File: config.mk
export PLATFORM = sky130hd
export DESIGN_NAME = iwe_locate
export DESIGN_NICKNAME = d
export VERILOG_FILES = /design/src/rtl/core/iwe_pkg.sv /design/src/rtl/core/iwe_locate.sv
export SDC_FILE = /design/constraint.sdc
export NUM_CORES = 2
export LEC_CHECK = 0
export BUFFER_PORTS_ARGS = -buffer_cell sky130_fd_sc_hd__buf_2
export CAP_MARGIN = 10
export CORE_AREA = 2 2 521 523
export DETAILED_ROUTE_END_ITERATION = 16
export DIE_AREA = 0 0 523 525
export GPL_ROUTABILITY_DRIVEN = 0
export HOLD_SLACK_MARGIN = 0.1
export PLACE_DENSITY_LB_ADDON = 0.25
export SETUP_SLACK_MARGIN = 0.2
export SLEW_MARGIN = 5
export SYNTH_ARGS = -nofsm -noshare
export SYNTH_HDL_FRONTEND = slang
export SYNTH_SLANG_ARGS = --single-unit
File: constraint.sdc
create_clock -name clk -period 11.83 [get_ports clk]
set_input_delay 2.366 -clock clk [delete_from_list [all_inputs] [get_ports clk]]
set_output_delay 2.366 -clock clk [all_outputs]
set_load 0.02 [all_outputs]
File: src/rtl/core/iwe_pkg.sv
// Package: shared constants, types and helpers for the indexed word enumerator.
package iwe_pkg;

  localparam int MAX_WORD_LEN = 8;
  localparam int ALPHABET_MAX = 40;
  localparam int ALPHA_REGS   = 5;
  localparam int IDX_W        = 43;
  // 40^8 needs 43 bits; start sums stay below 2^44
  localparam int CNT_W        = 45;
  localparam int DIG_W        = 6;
  localparam int LEN_W        = 4;
  localparam int NUM_REGS     = 8;
  localparam int ADDR_W       = 6;

  // Reciprocal of n, ceil(2^RCP_SH / n): exact quotient for any 43-bit
  // offset, since the rounding error times the offset stays below 2^RCP_SH.
  localparam int RCP_SH       = 49;
  localparam int RCP_W        = 50;
  localparam int SPLIT_W      = 25;
  localparam int PROD_W       = IDX_W + SPLIT_W;
  localparam int SUM_W        = PROD_W + SPLIT_W;

  // Cycles for the power and group-start tables to rebuild after a write.
  localparam int SETTLE_CYC   = 9;

  typedef enum logic [2:0] {
    REG_ALPHA0    = 3'd0,
    REG_ALPHA1    = 3'd1,
    REG_ALPHA2    = 3'd2,
    REG_ALPHA3    = 3'd3,
    REG_ALPHA4    = 3'd4,
    REG_ALPHA_SZ  = 3'd5,
    REG_MIN_LEN   = 3'd6,
    REG_MAX_LEN   = 3'd7
  } reg_idx_t;

  // Effective configuration after saturation.
  typedef struct packed {
    logic [DIG_W-1:0] n;
    logic [LEN_W-1:0] lo;
    logic [LEN_W-1:0] hi;
    logic             empty;
  } cfg_eff_t;

  // Word travelling through the digit chain.
  typedef struct packed {
    logic             ok;
    logic [LEN_W-1:0] len;
    logic [CNT_W-1:0] rem;
    logic [63:0]      bytes;
  } dig_word_t;

  typedef logic [ALPHABET_MAX:0][RCP_W-1:0] recip_tab_t;

  function automatic recip_tab_t make_recip_tab();
    recip_tab_t  t;
    logic [63:0] one;
    one  = 64'd1 << RCP_SH;
    t[0] = '0;
    for (int i = 1; i <= ALPHABET_MAX; i++) begin
      t[i] = RCP_W'((one + 64'(i) - 64'd1) / 64'(i));
    end
    return t;
  endfunction

  localparam recip_tab_t RECIP_TAB = make_recip_tab();

endpackage

File: src/rtl/core/iwe_locate.sv
// Length-group search: finds the group holding the index, two pipeline stages.
module iwe_locate (
  input  logic                        clk,
  input  logic                        rst_n,
  input  logic                        en,
  input  logic                        v_in,
  input  logic [iwe_pkg::IDX_W-1:0]   idx_in,
  input  iwe_pkg::cfg_eff_t           cfg,
  output logic                        v_out,
  output iwe_pkg::dig_word_t          w_out
);
  import iwe_pkg::*;

  // powers n^1..n^8 are built from config, registered (the user keeps config static while busy; not enforced here)
  logic [CNT_W-1:0] pw_r [1:MAX_WORD_LEN];
  logic [CNT_W-1:0] st_r [1:MAX_WORD_LEN+1]; // start of group l (cumulative from lo)

  always_ff @(posedge clk) begin
    pw_r[1] <= CNT_W'(cfg.n);
    for (int l = 2; l <= MAX_WORD_LEN; l++) begin
      pw_r[l] <= CNT_W'(pw_r[l-1] * CNT_W'(cfg.n));
    end
    st_r[1] <= '0;
    for (int l = 1; l <= MAX_WORD_LEN; l++) begin
      st_r[l+1] <= (LEN_W'(l) >= cfg.lo) ? st_r[l] + pw_r[l] : '0;
    end
  end

  // stage 1: compare against group ends
  logic                        v1_r;
  logic [IDX_W-1:0]            idx1_r;
  logic [MAX_WORD_LEN:1]       below_r;
  logic [MAX_WORD_LEN:1]       below_nxt;

  always_comb begin
    for (int l = 1; l <= MAX_WORD_LEN; l++) begin
      below_nxt[l] = !cfg.empty && (LEN_W'(l) >= cfg.lo) && (LEN_W'(l) <= cfg.hi) &&
                     (CNT_W'(idx_in) < st_r[l+1]);
    end
  end

  always_ff @(posedge clk) begin
    if (!rst_n) begin
      v1_r <= 1'b0;
    end else if (en) begin
      v1_r <= v_in;
    end
    if (en) begin
      idx1_r  <= idx_in;
      below_r <= below_nxt;
    end
  end

  // stage 2: pick lowest group, subtract its start
  logic [LEN_W-1:0] len_c;
  always_comb begin
    len_c = '0;
    for (int l = MAX_WORD_LEN; l >= 1; l--) begin
      if (below_r[l]) len_c = LEN_W'(l);
    end
  end

  always_ff @(posedge clk) begin
    if (!rst_n) begin
      v_out <= 1'b0;
    end else if (en) begin
      v_out <= v1_r;
    end
    if (en) begin
      w_out.ok    <= (len_c != '0);
      w_out.len   <= len_c;
      w_out.rem   <= (len_c != '0) ? CNT_W'(idx1_r) - st_r[len_c] : '0;
      w_out.bytes <= '0;
    end
  end

endmodule

* After elaboration in Yosys (flattened, before gate mapping)
Memories as Yosys holds them, arrays and structs flattened.
Cells that the tools add are included.
** Storage, ports and cells
- Memories kept :: 2
- Register bits :: 103
- RAM bits :: 765
- Output and inout port bits :: 115
- Input port bits :: 62
** Memories
- st_r :: depth 9, bits a word 45, read ports 10, clocked after memory_dff 0, wr ports 9, RTL line iwe_locate.sv:16 : logic [CNT_W-1:0] st_r [1:MAX_WORD_LEN+1];
- pw_r :: depth 8, bits a word 45, read ports 8, clocked after memory_dff 0, wr ports 8, RTL line iwe_locate.sv:15 : logic [CNT_W-1:0] pw_r [1:MAX_WORD_LEN];
** Operators by class
- $lt $le $gt $ge :: 24
- Multiplexer cells :: 16
- Multipliers :: 7
- Reductions and logical operators :: 26
- $add $sub $neg :: 9
** Operator list (number)
- $add A45 B45 Y45 :: 8
- $lt A43 B45 Y1 :: 8
- $mux W45 :: 8
- $mul A45 B6 Y45 :: 7
- $sub A43 B45 Y45 :: 1
- $mux W4 :: 8
- $logic_and A1 B1 Y1 :: 24
- $ge A3 B4 Y1 const A :: 4
- $le A3 B4 Y1 const A :: 4
- $ge A2 B4 Y1 const A :: 2
- $le A2 B4 Y1 const A :: 2
- $ge A1 B4 Y1 const A :: 1
- $ge A4 B4 Y1 const A :: 1
- $le A1 B4 Y1 const A :: 1
- $le A4 B4 Y1 const A :: 1
- $reduce_bool A4 Y1 :: 1
- $logic_not A1 Y1 :: 1

* Longest topological paths before layout
An unclocked memory read counts as a cell.
- Depth after elaboration :: 10
- Mapped depth :: 25

* Least setup slack after synthesis
Ideal clock, no wire load.
- Kind :: input to register
- From :: input cfg[13] (netlist bit)
- To :: register, netlist name pw_r[0][258]
- Data arrival time :: 7033 ps
- Stages on the path :: 18
- Setup time :: 129 ps
- Path slack :: 4668 ps
- Path buffers :: 3
- Cell sequence :: clkbuf_1 > clkbuf_1 > buf_1 > nand2_1 > fa_1 > fa_1 > fa_1 > inv_1 > ha_1 > a21oi_1 > o21ai_1 > a2111oi_0 > o21bai_1 > o21ai_1 > a221oi_2 > o21ai_1 > a221oi_2 > o21ai_0
** RTL lines
- from (decl) :: RTL line iwe_locate.sv:8 : input iwe_pkg::cfg_eff_t cfg,

==> results.sh <==
export IMPL_drt_iter0_drc=2988
export IMPL_finalWirelength_um=215000
export IMPL_path_clk_slew_ps=60
export IMPL_finalInstanceArea_um2=73800
export IMPL_cts_resized=0
export IMPL_coreArea_um2=269000
export IMPL_grt_busiest_layer="met2"
export IMPL_num_io_pins=177
export IMPL_dieArea_um2=275000
export IMPL_ys_ff_latch=570
export IMPL_rsz0062_at_grt="false"
export IMPL_synthArstFlopShare=0
export IMPL_clk_latency_ps=710
export IMPL_status="finished, final reports clean"
export IMPL_tritoncts="yes"
export IMPL_yosys_area_top_type="fa_1"
export IMPL_synthesis_area_um2=67100
export IMPL_min_period_over_period=0.670
export IMPL_die_h_um=525
export IMPL_grt_max_degree=153
export IMPL_antenna_found_initial=8
export IMPL_critPathLaunchType="input port"
export IMPL_whs_path_depth=2
export IMPL_worstPathRequired_ps=12410
export IMPL_multi_input_area_um2=49200
export IMPL_grt_pass1_vias=56000
export IMPL_period_minus_slack_ps=7930
export IMPL_start_util=0.249
export IMPL_fmax_ghz=0.126
export IMPL_worst_path_largest_cell_delay_ps=830
export IMPL_syn_inst=7823
export IMPL_post_cts_setup_buffers=0
export IMPL_cts_root_buffer="clkbuf_16"
export IMPL_numPortBuffers=112
export IMPL_overflow=0
export IMPL_synth_top_cell_area_share=0.206
export IMPL_via_count=53500
export IMPL_slowest_stage="o41ai_1"
export IMPL_ys_types=100
export IMPL_holdBufCountCts=0
export IMPL_wl_per_cell_um=18.8
export IMPL_worstPathCellList="buf_6 > buf_4 > and2_1 > fa_1 > fa_1 > inv_1 > fa_1 > inv_1 > ha_1 > nand2_1 > o41ai_1 > a41o_1 > a21oi_1 > a21oi_1 > a22o_1 > o21ai_1 > a41o_1 > xnor2_1"
export IMPL_clk_path_buf_depth=3
export IMPL_cp_endpoint="pw_r[0][404]"
export IMPL_post_dp_hpwl_um=169000
export IMPL_hold_viol=0
export IMPL_drive_gt1_frac=0.0430
export IMPL_fin_skew_ps=35.5
export IMPL_finalSetupViolCount=0
export IMPL_yosys_warnings=0
export IMPL_min_path_type="reg2reg"
export IMPL_worst_pin_slew_ps=1320
export IMPL_whs_ps=519
export IMPL_ys_flop_type="dfxtp_1"
export IMPL_r2r_start="below_r[6]"
export IMPL_vias_per_cell=4.68
export IMPL_num_rows=191
export IMPL_setup_slack_ps=3900
export IMPL_ys_seq_area_frac=0.185
export IMPL_fp_dieW_um=523
export IMPL_ant_nets=0
export IMPL_htreeDepth=3
export IMPL_cp_startpoint="cfg[10]"
export IMPL_slew_headroom=0.0946
export IMPL_met3_usage=0.0202
export IMPL_gr_usage_all_layers=0.156
export IMPL_finalMaxSlewViolations=0
export IMPL_clock_sinks=570
export IMPL_cpMostUsedCell="fa_1"
export IMPL_drtPass1Iterations=9
export IMPL_critPathKind="in2reg"
export IMPL_grt_util_met1=0.205
export IMPL_final_fill_count=28800
export IMPL_globalRouteMet2Util=0.260
export IMPL_critical_path_peak_fanout=82
export IMPL_dpl_worst_slack_ps=3200
export IMPL_drc_errors=0
export IMPL_cts_buffers=73
export IMPL_nets=9285
export IMPL_ff2ff_path_depth=24
export IMPL_cp_end_kind="flop"
export IMPL_synth_area_top_cells="fa_1 21%, dfxtp_1 14%, ha_1 14%"
export IMPL_regToRegSetupSlack_ps=4400
export IMPL_placed_cell_area_um2=71300
export IMPL_synth_edff_count=101
export IMPL_cap_violations=0
export IMPL_r2r_end="w_out[107]"
export IMPL_syn_avg_cell_area_um2=8.57
export IMPL_grt_pass1_wl_um=332000
export IMPL_syn_to_final_growth_pct=10.0
export IMPL_seqCellArea_um2=12400
export IMPL_arrival_ps=8520
export IMPL_tns_ps=0
## cell type report
cell class                      instances  share of cell area
Multi-Input combinational cell       5867               0.667
Sequential cell                       570               0.168
Tap cell                             3570              0.0605
Inverter                             1138              0.0579
Clock buffer                           98              0.0292
Timing Repair Buffer                  144              0.0117
Clock inverter                         36             0.00515
Antenna cell                            2           0.0000678
## synthesized netlist by cell type (103+ instances only)
cell and number:
nor3_1 110, nand3_1 103, a21oi_1 479, a21o_1 232
fa_1 690, inv_1 1136, xor2_1 153, nand2_1 597
o21ai_0 244, xnor2_1 231, dfxtp_1 469, and2_1 848
ha_1 739, clkbuf_1 220, nor2_1 460
## flip-flops by register name, indices dropped and copies added (netlist names)
register  cells
w_out        50
v1_r          1
pw_r        231
idx1_r       43
below_r       8
v_out         1
st_r        236
## critical path, delay by kind of cell
kind	cells	cell delay, ps
adder cells (fa/ha/maj)	4	1820
AO/OA/AOI/OAI	7	2360
buffers and inverters	4	1270
XOR/XNOR	1	120
AND/OR/NAND/NOR	2	330
## routing by layer
metal / up-vias / part of all wire / routed length [um]
met2: 1133 / 0.46 / 98900
met4: 8 / 0.037 / 8020
met5: - / 0.00025 / 54
met1: 26600 / 0.45 / 97500
met3: 314 / 0.048 / 10300
li1: 25500 / - / -
## how the worst min path moves through the flow
stage,startpoint,end
2_1_floorplan,pw_r[0][206],st_r[5][27]
3_3_place_gp,v_out,v_out
3_5_place_dp,v_out,v_out
4_1_cts,v_out,v_out
5_1_grt,v1_r,v1_r
6_report,v_out,v_out
## placed cells by master (no fill, tap or decap), types with 153 or more instances in the layout
master   synthesis  routed
xor2_1         153     153
nor2_1         460     458
nand2_1        597     597
a21o_1         232     232
inv_1         1136    1136
xnor2_1        231     231
ha_1           739     739
fa_1           690     690
dfxtp_1        469     469
a21oi_1        479     478
and2_1         848     848
o21ai_0        244     244
## cells by family (layout without fill, tap and decap cells)
family          Yosys count  after routing  synth area share
simple gates           2523           2523             0.194
compound gates         1458           1458             0.141
buf+inv                1449           1416            0.0849
fa+ha+maj              1429           1429             0.344
flops                   570            570             0.185
xor+xnor                384            384            0.0501
mux                       9              9           0.00136
other cells               1             66         0.0000559
## metrics by stage
step / cells / util
floorplan: 7886 / -
global placement: 11300 / 0.265
detailed placement: 11300 / 0.265
CTS: 11400 / 0.274
global route: 11400 / 0.274
finish: 11400 / 0.274
Power is left out: the tool's default activity adds up to more than one toggle a clock period on the data nets, which glitch-free logic cannot reach.
